`src/rtl/led_pkg.sv`:
```
package led_pkg;

    localparam int LINE_LEN_DEF   = 63;
    localparam int HIST_DEPTH_DEF = 16;
    localparam int MAX_CHARS      = 63;

    localparam logic [7:0] K_EOT   = 8'd4;
    localparam logic [7:0] K_LF    = 8'd10;
    localparam logic [7:0] K_DEL   = 8'd127;
    localparam logic [7:0] K_ESC   = 8'd27;
    localparam logic [7:0] K_LBR   = 8'h5B;
    localparam logic [7:0] K_LEFT  = 8'h44;
    localparam logic [7:0] K_RIGHT = 8'h43;
    localparam logic [7:0] K_HOME  = 8'h48;
    localparam logic [7:0] K_END   = 8'h46;
    localparam logic [7:0] K_UP    = 8'h41;
    localparam logic [7:0] K_DOWN  = 8'h42;
    localparam logic [7:0] K_THREE = 8'h33;

    typedef enum logic [3:0] {
        OP_REPORT, OP_EOI, OP_LEFT, OP_RIGHT, OP_HOME, OP_END, OP_UP, OP_DOWN,
        OP_DEL_AT, OP_BKSP, OP_ENTER, OP_INSERT
    } op_t;

    typedef struct packed {
        op_t        op;
        logic [7:0] code;
    } cmd_t;

    typedef struct packed {
        logic valid;
        cmd_t cmd;
    } push_t;

    function automatic logic printable(input logic [7:0] b);
        return (b >= 8'd32) && (b <= 8'd126);
    endfunction

endpackage

```
`src/rtl/led_front.sv`:
```
module led_front (
    input  logic            clk,
    input  logic            rst_n,
    input  logic            s_tvalid,
    output logic            s_tready,
    input  logic [7:0]      s_tdata,
    input  logic            q_full,
    output led_pkg::push_t  push
);
    import led_pkg::*;

    typedef enum logic [3:0] {
        ESC_NONE = 4'b0001,
        ESC_SEEN = 4'b0010,
        ESC_BRKT = 4'b0100,
        ESC_DEL  = 4'b1000
    } esc_t;

    esc_t esc_reg, esc_next;
    logic take;
    logic report;
    cmd_t cmd;

    assign s_tready = !q_full;
    assign take     = s_tvalid && !q_full;

    always_comb
    begin
        esc_next = esc_reg;
        report   = 1'b1;
        cmd.op   = OP_REPORT;
        cmd.code = s_tdata;
        unique case (esc_reg)
            ESC_SEEN:
            begin
                if (s_tdata == K_LBR)
                begin
                    esc_next = ESC_BRKT;
                    report   = 1'b0;
                end
                else
                begin
                    esc_next = ESC_NONE;
                    cmd.code = K_ESC;
                end
            end
            ESC_BRKT:
            begin
                esc_next = ESC_NONE;
                unique case (s_tdata)
                    K_LEFT:  cmd.op = OP_LEFT;
                    K_RIGHT: cmd.op = OP_RIGHT;
                    K_HOME:  cmd.op = OP_HOME;
                    K_END:   cmd.op = OP_END;
                    K_UP:    cmd.op = OP_UP;
                    K_DOWN:  cmd.op = OP_DOWN;
                    K_THREE:
                    begin
                        esc_next = ESC_DEL;
                        report   = 1'b0;
                    end
                    default: cmd.code = K_ESC;
                endcase
            end
            ESC_DEL:
            begin
                esc_next = ESC_NONE;
                if (printable(s_tdata))
                begin
                    cmd.op   = OP_DEL_AT;
                    cmd.code = K_THREE;
                end
                else
                begin
                    cmd.code = K_ESC;
                end
            end
            default:
            begin
                esc_next = ESC_NONE;
                unique case (s_tdata)
                    K_EOT: cmd.op = OP_EOI;
                    K_LF:  cmd.op = OP_ENTER;
                    K_DEL: cmd.op = OP_BKSP;
                    K_ESC:
                    begin
                        esc_next = ESC_SEEN;
                        report   = 1'b0;
                    end
                    default:
                    begin
                        if (printable(s_tdata))
                        begin
                            cmd.op = OP_INSERT;
                        end
                    end
                endcase
            end
        endcase
    end

    assign push.valid = take && report;
    assign push.cmd   = cmd;

    always_ff @(posedge clk or negedge rst_n)
    begin
        if (!rst_n)
        begin
            esc_reg <= ESC_NONE;
        end
        else if (take)
        begin
            esc_reg <= esc_next;
        end
    end

endmodule

```
`config.mk`:
```
export PLATFORM = sky130hd
export DESIGN_NAME = led_front
export DESIGN_NICKNAME = d
export VERILOG_FILES = /design/src/rtl/led_pkg.sv /design/src/rtl/led_front.sv
export SDC_FILE = /design/constraint.sdc
export NUM_CORES = 1
export LEC_CHECK = 0
export BUFFER_PORTS_ARGS = -buffer_cell sky130_fd_sc_hd__buf_2
export CAP_MARGIN = 20
export CORE_MARGIN = 1
export CORE_UTILIZATION = 50
export DETAILED_ROUTE_END_ITERATION = 10
export GPL_TIMING_DRIVEN = 0
export PLACE_DENSITY = 0.88
export SLEW_MARGIN = 20
export SYNTH_ARGS = -nofsm -noshare
export SYNTH_HDL_FRONTEND = slang
export SYNTH_SLANG_ARGS = --single-unit
```
`constraint.sdc`:
```
create_clock -name clk -period 4.2 [get_ports clk]
set_clock_uncertainty 0.2 [all_clocks]
set_input_delay 0.84 -clock clk [delete_from_list [all_inputs] [get_ports clk]]
set_output_delay 0.84 -clock clk [all_outputs]
set_load 0.005 [all_outputs]
```
==> summary.txt <==
Outcome
  • Status: finished, final reports clean

Yosys
  • Synthesized cell area: 651 um^2
  • Post-synth EDFFs: 0
  • Library cells used by synthesis: 42
  • Post-synth top area cell: dfrtp_1
  • Syn_nets: 99
  • Ys async rst share: 100%
  • Post-Synthesis Cells: 87
  • Top cell type's share of synthesized area: about 12%
  • Yosys warns: 0
  • Register bit total from synthesis: 4
  • Syn_area_per_cell: 7.48 um^2
  • Post-synthesis sequential area ratio: 15.6%
  • Synth top area cells: dfrtp_1 12%, o21ai_0 6.9%, nand2_1 5.2%
  • Synth Flop Type: dfrtp_1

Die
  • Rows: 12
  • Die height: ~38 um
  • Die width: 38.1 um
  • I/O pin cnt: 26
  • Die Area: around 1400 um^2
  • Initial core utilization: 56.3%
  • Core area: 1160 um^2

Critical path
  • Crit path kind: primary input to primary output
  • Worst EP arrival: 2.36 ns
  • CP endpoint kind: primary output
  • Crit Path Max Fanout: 10
  • Critical Path Start Type: primary input
  • Data required time of the critical path: 3.16 ns

Global routing
  • Overflow left after global routing: 0
  • Largest net degree at the start of global routing: 11
  • Number of global-route vias before repair: 636
  • First-pass GRT wire length: around 2.7 mm
  • Total track usage: 26.9%
  • Antenna violations before repair: 0

Timing
  • Worst hold margin: 0.190 ns
  • Slew headroom: 63.4%
  • Fin Setup TNS: 0 ns
  • Final setup margin: about 0.8 ns
  • Fin. max-slew vios: 0
  • Max Freq: 294 MHz
  • Slew @ Worst Pin: 0.545 ns
  • Final setup fails: 0
  • Clock period minus worst slack: around 3.4 ns
  • RSZ-0062 raised after global routing: no
  • Final period util: 80.9%
  • Final hold vios: 0

Route
  • First-pass DRT Iterations: 4
  • Antenna viol nets, final: 0
  • Total wire length: 1.63 mm
  • Vias per inst: 6.11
  • DR iter-0 viols: 34
  • DR DRC count: 0
  • Routed len/inst: 12.8 um
  • Via Count: just under 800

Clock network
  • PostCTS Resize Cnt: 0
  • CTS max path bufs: 2
  • Root Driver: clkbuf_4
  • Skew-Pair Late Insertion Delay: 0.24 ns
  • Reg clk slew, reported paths: 0.04 ns
  • Clock Sinks: 4
  • Hold-fix buffers, CTS: 0
  • CTS tree: yes
  • Setup bufs post-CTS: 0
  • Cts bufs inserted: 3
  • CTS HTree Levels: 1

Place
  • DP Worst Slack: approximately 0.82 ns
  • Port Buf Inserts: 22
  • DP Area: 778 um^2
  • GP Congestion: between 0.9 and 1
  • Hpwl dp: 1.31 mm

Power
  • Cell Pwr Density: 175 nW/um^2
  • Combinational share of power: between 30% and 40%
  • Pint: 0.0979 mW
  • P_sw: approximately 0.043 mW
  • Clock power share: 38.2%
  • Sequential share of power: 29.3%
  • Total Power: about 0.14 mW
  • P_leak: about 0.38 nW
  • Sw frac: 30.5%
  • Max IR drop VDD: approximately 0.000093 V

Job
  • Max-cap violations: 0

Finish
  • Share of layout cells above drive strength 1: 34.5%
  • Most frequent cells in the layout: 23 x buf_2, 9 x nand2_1, 9 x o21ai_0
  • Max reg flops: 4
  • Nets@finish: 126
  • Layout area overhead: 23.7%
  • Ant. Diodes: 0
  • Fin area: approximately 800 um^2
  • Most common cell after layout, fill and taps aside: buf_2

Worst hold path
  • Worst hold path class: primary input to asynchronous set/reset pin
==> path summary, 6_finish.rpt <==
kind | start | to | slack (ns) | cells after the start
setup / recovery | s_tdata[3] | push[6] | 0.80 | 7
hold / removal | rst_n | esc_reg[1]$_DFFE_PN0P_ | 0.19 | 1
setup reg to reg | esc_reg[1]$_DFFE_PN0P_ | esc_reg[0]$_DFFE_PN1P_ | 2.30 | 4
hold reg to reg | esc_reg[3]$_DFFE_PN0P_ | esc_reg[3]$_DFFE_PN0P_ | 0.40 | 2
max in group asynchronous | rst_n | esc_reg[0]$_DFFE_PN1P_ | 3.40 | 1
min in group clk | esc_reg[3]$_DFFE_PN0P_ | esc_reg[3]$_DFFE_PN0P_ | 0.40 | 2
==> Yosys cell counts, types with 2 or more instances <==
cell and count:
a21o_1 2, a21oi_1 2, a2bb2oi_1 2, buf_6 3, dfrtp_1 3, inv_1 3, nand2_1 9, nand3_1 3
nand4_1 2, nor2_1 7, nor2b_1 2, nor3_1 3, nor3b_1 3, nor4b_1 3, o211a_1 3, o21ai_0 9
o31ai_1 2, xor2_1 2
==> power by group through the flow <==
stage / logic [mW] / clock network, mW / registers [mW]
2_1_floorplan: 0.0284 / 0 / 0.0414
5_1_grt: 0.0514 / 0.0589 / 0.0413
6_report: 0.0459 / 0.0538 / 0.0412
3_5_place_dp: 0.0455 / 0 / 0.0418
3_3_place_gp: 0.0442 / 0 / 0.0415
4_1_cts: 0.0456 / 0.0553 / 0.0413
==> worst max-delay path: stages <==
cell       delay, ns
buf_2           0.10
clkbuf_1        0.32
nor3b_1         0.27
o21bai_1        0.09
a21oi_1         0.40
a2bb2oi_1       0.22
buf_2           0.13
==> area by class of cell <==
cell class | instances | area [um^2]
sequential | 4 | 101
multi-input combinational | 74 | 490
timing repair buffer | 22 | 110
clock buffer | 4 | 26.3
tap | 14 | 17.5
fill | 99 | 352
inverter | 3 | 11.3
buffer | 6 | 47.5
==> routing by layer <==
layer / up-vias / global-route usage (%) / share of wire, %
met5: - / 0 / 0
met4: 0 / 13.4 / 1.5
met3: 5 / 3.49 / 6.8
met2: 42 / 42.8 / 49
met1: 344 / 35.1 / 42
li1: 385 / - / -
==> kinds of logic (layout without fill, tap and decap cells) <==
logic type             after synthesis  count (layout)  synth area share (%)
AND/OR/NAND/NOR                     42              42                  38.8
AO/OA/AOI/OAI                       29              29                  32.1
multiplexers                         1               1                  1.73
XOR/XNOR                             2               2                  2.69
flip-flops                           4               4                  15.6
buffers and inverters                9              35                  9.04
==> per-stage QoR <==
stage               std cells  utilization [%]
floorplan                  87                -
global placement          123             67.3
detailed placement        123             67.3
CTS                       127             69.6
global route              127             69.6
finish                    127             69.6
No activity file was read; power rests on OpenSTA's default activity.
