## src/rtl/led_pkg.sv

```systemverilog
package led_pkg;

    localparam int LINE_LEN_DEF   = 63;
    localparam int HIST_DEPTH_DEF = 16;
    localparam int MAX_CHARS      = 63;

    localparam logic [7:0] K_EOT   = 8'd4;
    localparam logic [7:0] K_LF    = 8'd10;
    localparam logic [7:0] K_DEL   = 8'd127;
    localparam logic [7:0] K_ESC   = 8'd27;
    localparam logic [7:0] K_LBR   = 8'h5B;
    localparam logic [7:0] K_LEFT  = 8'h44;
    localparam logic [7:0] K_RIGHT = 8'h43;
    localparam logic [7:0] K_HOME  = 8'h48;
    localparam logic [7:0] K_END   = 8'h46;
    localparam logic [7:0] K_UP    = 8'h41;
    localparam logic [7:0] K_DOWN  = 8'h42;
    localparam logic [7:0] K_THREE = 8'h33;

    typedef enum logic [3:0] {
        OP_REPORT, OP_EOI, OP_LEFT, OP_RIGHT, OP_HOME, OP_END, OP_UP, OP_DOWN,
        OP_DEL_AT, OP_BKSP, OP_ENTER, OP_INSERT
    } op_t;

    typedef struct packed {
        op_t        op;
        logic [7:0] code;
    } cmd_t;

    typedef struct packed {
        logic valid;
        cmd_t cmd;
    } push_t;

    function automatic logic printable(input logic [7:0] b);
        return (b >= 8'd32) && (b <= 8'd126);
    endfunction

endpackage

```

## src/rtl/led_queue.sv

```systemverilog
module led_queue (
    input  logic           clk,
    input  logic           rst_n,
    input  led_pkg::push_t push,
    output logic           full,
    output logic           avail,
    output led_pkg::cmd_t  head,
    input  logic           pop
);
    import led_pkg::*;

    cmd_t       ent_reg [2];
    logic       rdp_reg;
    logic       wrp_reg;
    logic [1:0] cnt_reg;

    assign full  = (cnt_reg == 2'd2);
    assign avail = (cnt_reg != 2'd0);
    assign head  = ent_reg[rdp_reg];

    always_ff @(posedge clk)
    begin
        if (push.valid)
        begin
            ent_reg[wrp_reg] <= push.cmd;
        end
    end

    always_ff @(posedge clk or negedge rst_n)
    begin
        if (!rst_n)
        begin
            rdp_reg <= 1'b0;
            wrp_reg <= 1'b0;
            cnt_reg <= 2'd0;
        end
        else
        begin
            if (push.valid)
            begin
                wrp_reg <= !wrp_reg;
            end
            if (pop)
            begin
                rdp_reg <= !rdp_reg;
            end
            cnt_reg <= cnt_reg + {1'b0, push.valid} - {1'b0, pop};
        end
    end

endmodule

```

## config.mk

```make
export PLATFORM = sky130hd
export DESIGN_NAME = led_queue
export DESIGN_NICKNAME = d
export VERILOG_FILES = /design/src/rtl/led_pkg.sv /design/src/rtl/led_queue.sv
export SDC_FILE = /design/constraint.sdc
export NUM_CORES = 1
export LEC_CHECK = 0
export ABC_CLOCK_PERIOD_IN_PS = 2600
export BUFFER_PORTS_ARGS = -buffer_cell sky130_fd_sc_hd__buf_2
export CAP_MARGIN = 20
export CORE_MARGIN = 2
export CORE_UTILIZATION = 50
export CTS_CLUSTER_DIAMETER = 200
export DETAILED_ROUTE_END_ITERATION = 12
export PLACE_DENSITY = 0.86
export SYNTH_ARGS = -nofsm -noshare
export SYNTH_HDL_FRONTEND = slang
export SYNTH_SLANG_ARGS = --single-unit
```

## constraint.sdc

```tcl
create_clock -name clk -period 2.6 [get_ports clk]
set_clock_uncertainty 0.2 [all_clocks]
set_input_delay 0.78 -clock clk [delete_from_list [all_inputs] [get_ports clk]]
set_output_delay 0.78 -clock clk [all_outputs]
set_load 0.02 [all_outputs]
```

==> results of run 1 <==
==> cell families after synthesis <==
logic type,Yosys count,synth area share (%)
mux,12,15.4
xor+xnor,3,3.75
flops,28,74.6
buf+inv,3,1.71
simple gates,4,2.28
fa+ha+maj,2,2.27
==> worst paths after layout <==
check                            from          to  slack, ns  cells after the start
min in group clk              wrp_reg     wrp_reg       0.31                      1
max                           rdp_reg    head[11]       0.15                      3
max reg2reg                cnt_reg[0]  cnt_reg[1]       1.00                      5
max in group asynchronous       rst_n     rdp_reg       2.02                      1
min reg2reg                   wrp_reg     wrp_reg       0.31                      1
min                             rst_n  cnt_reg[0]       0.05                      1
==> per-layer routing <==
layer  wire length, microns  part of all wire (%)  up-vias
met5                      0                     0        -
met4                     17                   1.1        0
met3                     63                   4.3        2
met2                    794                    54       18
met1                    604                    41      266
li1                       -                     -      267
==> layout make-up <==
cell class | count | area [sq um]
flip-flops and latches | 28 | 821
fillers | 157 | 697
multi-input cells | 21 | 260
repair buffers | 32 | 180
well taps | 27 | 33.8
clock buffers | 3 | 22.5
inverters | 2 | 7.51
==> per-stage QoR <==
step | std cells | worst slack [ns] | utilization [%]
floorplan | 52 | 0.645 | -
global placement | 110 | 0.502 | 64.4
detailed placement | 110 | 0.480 | 64.4
CTS | 113 | 0.133 | 65.5
global route | 113 | 0.0771 | 65.5
finish | 113 | 0.150 | 65.5
==> critical path, stage by stage (launching register included) <==
cell and delay, ns:
dfrtp_1 0.51, buf_12 0.18, mux2_2 0.33, buf_2 0.16
==> power by group <==
group          switching, mW  internal, mW  total (mW)
logic                  0.276         0.286       0.562
clock network          0.107        0.0540       0.161
registers             0.0546         0.606       0.660
total                  0.437         0.946        1.38
==> placed cells by master, fill, tap and decap left out, types with 3 or more instances in the layout <==
cell       n
edfxtp_1  24
clkbuf_4   3
buf_2     29
dfrtp_1    4
mux2_2     3
mux2_4     9
==> qor.yml, run 1 <==
grt_max_degree: 15
grt_first_pass_wirelength_microns: 2280
port_buffers: 29
synth_area_leaders: "edfxtp_1 66%, mux2_4 12%, dfrtp_1 9.1%"
cts.reportedPaths.clkPinSlew_ns: 0.13
path_class: "reg -> out"
drt_wl_total_microns: 1480
power_mw: 1.38
core.rowCount: 16
postLayoutCellArea_sq_mm: 0.00133
cts-resized-gates: 0
worst_pin_slew_ns: 0.531
grt_pass1_vias: 518
hold_viol_final: 0
drc: 0
die_w_microns: 50.9
gr-max-usage-layer: "met2"
ir_drop_v: 0.000685
synthMostInstantiatedCell: "edfxtp_1"
die_h_microns: 50.9
numCtsBuffers: 3
synth_edf_count: 24
hp-class: "in -> async"
dp_hpwl_microns: 1170
route.detailed.wl_per_inst_microns: 13.1
cts_tree: "built"
holdBufCountCts: 0
antenna_left: 0
cts_root_buf: "clkbuf_4"
grt_use_met2_pct: 23.6
largest_reg_flops: 24
syn-num-nets: 70
post-route-min-period_ns: 2.45
hold_slack_ns: 0.0474
coreArea_sq_mm: 0.00202
antenna_found_initial: 0
cts_setup_buffers: 0
dieArea_sq_mm: 0.00259
antennaDiodeCount: 0
cts_sinks: 28
grt.total_usage_pct: 12.7
vias_per_cell: 4.89
synth_top_area_share_pct: 65.5
crit_required_ns: 1.62
crit_arrival_ns: 1.47
critPathLaunchType: "flop"
drive_gt1_share_pct: 55.8
drt-pass1-iter-count: 2
vias: 553
dr.first_iter.drc_count: 3
rsz0062_at_grt: "no"
clock_latency_ns: 0.30
ys_types: 12
grt_use_met3_pct: 1.75
crit_fanout: 10
synthTopCellsByCount: "24 x edfxtp_1, 9 x mux2_4, 4 x dfrtp_1, 3 x mux2_2"
finalSetupTns_ns: 0
gp_congestion: 0.654
cap_viol_max_count: 0
synth_top_flop_cell: "edfxtp_1"
ys_ff_latch: 28
synth_top_area_cell: "edfxtp_1"
end_kind: "primary output"
max_clock_freq_ghz: 0.408
clock_path_buffers: 2
cellLeakagePower_nw: 0.564
grt_overflow_total: 0
nNetsFinal: 106
boundaryPins: 30
power.density_mw_per_mm2: 1040
htree_levels: 1
synth_area_sq_mm: 0.00110
syn-instance-count: 52
placed_area_sq_mm: 0.00130
ys_seq_area_share_pct: 74.6
maxSlewViolCount: 0
synthArstFlopShare_pct: 14.3
final-setup-viol-count: 0
met1_usage_pct: 13.8
slew_headroom_pct: 64.6
post-route-period-util_pct: 94.2
synth_area_per_cell_sq_um: 21.2
area_growth_pct: 20.5
yosys_warnings: 0
status: "complete, no violations"
start_util_pct: 54.4
Power figures use the tool's default switching activity.
==> run 2, diff against run 1 <==
- ABC_CLOCK_PERIOD_IN_PS: 2600 -> 2500
- clock period: 2.6 -> 2.5 ns (I/O delays scaled with it)
==> qor.yml, run 2 (synthesis results as in run 1) <==
endpoint: "head[1]"  # was head[11]
boundaryPins: 30  # unchanged
p_comb_share_pct: 40.7  # was 40.6%
holdBufCountCts: 1  # was 0
largest_reg_flops: 24  # unchanged
dp_hpwl_microns: 1150  # was 1170 microns
crit_required_ns: 1.55  # was 1.62 ns
grt.total_usage_pct: 14.0  # was 12.7%
numCtsBuffers: 3  # unchanged
slew_headroom_pct: 62.1  # was 64.6%
status: "complete, no violations"  # unchanged
worst_pin_slew_ns: 0.568  # was 0.531 ns
grt_overflow_total: 0  # unchanged
power.density_mw_per_mm2: 1080  # was 1040 mW/mm^2
dr.first_iter.drc_count: 1  # was 3
fin_ws_ns: 0.150  # about the same
antenna_found_initial: 0  # unchanged
path_cells: "buf_4 -> mux2_2 -> buf_2"  # was buf_12 -> mux2_2 -> buf_2
hold_viol_final: 0  # unchanged
crit_slowest_cell: "dfrtp_1"  # unchanged
antenna_left: 0  # unchanged
switching_share_pct: 32.0  # was 31.6%
slowest_delay_ns: 0.38  # was 0.51 ns
post-route-min-period_ns: 2.35
worstReg2RegEnd: "cnt_reg[1]"  # unchanged
reg2regPathDepth: 5  # unchanged
cellLeakagePower_nw: 0.565  # was 0.564 nW
grt_first_pass_wirelength_microns: 2620  # was 2280 microns
dpl_worst_slack_ns: 0.424  # was 0.480 ns
core.rowCount: 16  # unchanged
route.detailed.wl_per_inst_microns: 13.1  # about the same
drt-pass1-iter-count: 3  # was 2
cts_tree: "built"  # unchanged
final-instance-count-excl-fill: 115  # was 113
cap_viol_max_count: 0  # unchanged
startpoint: "rdp_reg"  # unchanged
vias: 562  # was 553
max_clock_freq_ghz: 0.426
rsz0062_at_grt: "no"  # unchanged
finish.utilization_pct: 65.6  # was 65.5%
cts_sinks: 28  # unchanged
post-route-period-util_pct: 94.0
finalSetupTns_ns: 0  # unchanged
cts_root_buf: "clkbuf_4"  # unchanged
hold_slack_ns: 0.305  # was 0.0474 ns
path_class: "reg -> out"  # unchanged
p_seq_share_pct: 46.9  # was 47.8%
gp_congestion: 0.633  # was 0.654
hp-class: "reg -> reg"  # was in -> async
crit_buf_inv: 2  # unchanged
rr_startpoint: "cnt_reg[0]"  # unchanged
mostFrequentLayoutCells: "29 x buf_2, 24 x edfxtp_1, 9 x mux2_4"  # unchanged
dieArea_sq_mm: 0.00259  # unchanged
htree_levels: 1  # unchanged
grt_max_degree: 16  # was 15
cts.reportedPaths.clkPinSlew_ns: 0.13  # about the same
start_util_pct: 54.4  # unchanged
antennaDiodeCount: 0  # unchanged
r2r_slack_ns: 0.91  # was 1.00 ns
critPathLaunchType: "flop"  # unchanged
drc: 0  # unchanged
die_h_microns: 50.9  # unchanged
grt_pass1_vias: 614  # was 518
die_w_microns: 50.9  # unchanged
switchingPower_mw: 0.459  # was 0.437 mW
drive_gt1_share_pct: 54.5  # was 55.8%
crit_fanout: 9  # was 10
drt_wl_total_microns: 1500  # was 1480 microns
maxSlewViolCount: 0  # unchanged
end_kind: "primary output"  # unchanged
vias_per_cell: 4.89  # about the same
area_growth_pct: 20.6  # was 20.5%
cts-resized-gates: 0  # unchanged
p_int_mw: 0.975  # was 0.946 mW
cpLargestDelayFamily: "flip-flops"  # unchanged
crit_arrival_ns: 1.40  # was 1.47 ns
cts_setup_buffers: 0  # unchanged
port_buffers: 29  # unchanged
final-setup-viol-count: 0  # unchanged
clkPwrFrac_pct: 12.4  # was 11.6%
coreArea_sq_mm: 0.00202  # unchanged
path_depth: 3  # unchanged
mostFrequentLayoutCell: "buf_2"  # unchanged
clock_path_buffers: 2  # unchanged
clock_latency_ns: 0.31  # was 0.30 ns
placedCellCount: 110  # unchanged
ir_drop_v: 0.000568  # was 0.000685 V
nNetsFinal: 107  # was 106
[run 2: layer usage]
metal	part of all wire (%)	GRT usage (%)	vias to the layer above	wire length, microns
met5	0	0	-	0
met4	2.7	8.11	0	40
met3	5.3	2.63	5	79
met2	54	25.1	21	806
met1	38	15.2	270	574
li1	-	-	266	-
[run 2: cell type report]
cell class	instances	area (sq um)
Sequential cell	28	821
Multi-Input combinational cell	21	260
Tap cell	27	33.8
Timing Repair Buffer	33	178
Inverter	2	7.51
Clock buffer	4	26.3
Fill cell	160	696
[run 2: power by group through the flow]
| stage | sequential, mW | clock (mW) | combinational (mW) |
|---|---|---|---|
| floorplan | 0.677 | 0 | 0.432 |
| global placement | 0.673 | 0 | 0.578 |
| detailed placement | 0.685 | 0 | 0.591 |
| CTS | 0.674 | 0.185 | 0.595 |
| global route | 0.683 | 0.199 | 0.634 |
| finish | 0.673 | 0.178 | 0.583 |
[run 2: worst min-delay path by stage]
stage                       start          to  slack (ns)  cells after the start
after floorplan             rst_n  cnt_reg[0]        0.25                      0
after global placement    wrp_reg     wrp_reg        0.27                      1
after detailed placement  wrp_reg     wrp_reg        0.29                      1
after CTS                 wrp_reg     wrp_reg        0.31                      1
after global routing      wrp_reg     wrp_reg        0.32                      1
final                     wrp_reg     wrp_reg        0.30                      1
[run 2: metrics by stage]
stage	total power, mW	cell area [sq um]
5_1_grt	1.52	1330
6_report	1.43	1330
2_1_floorplan	1.11	1100
4_1_cts	1.45	1330
3_3_place_gp	1.25	1290
3_5_place_dp	1.28	1290
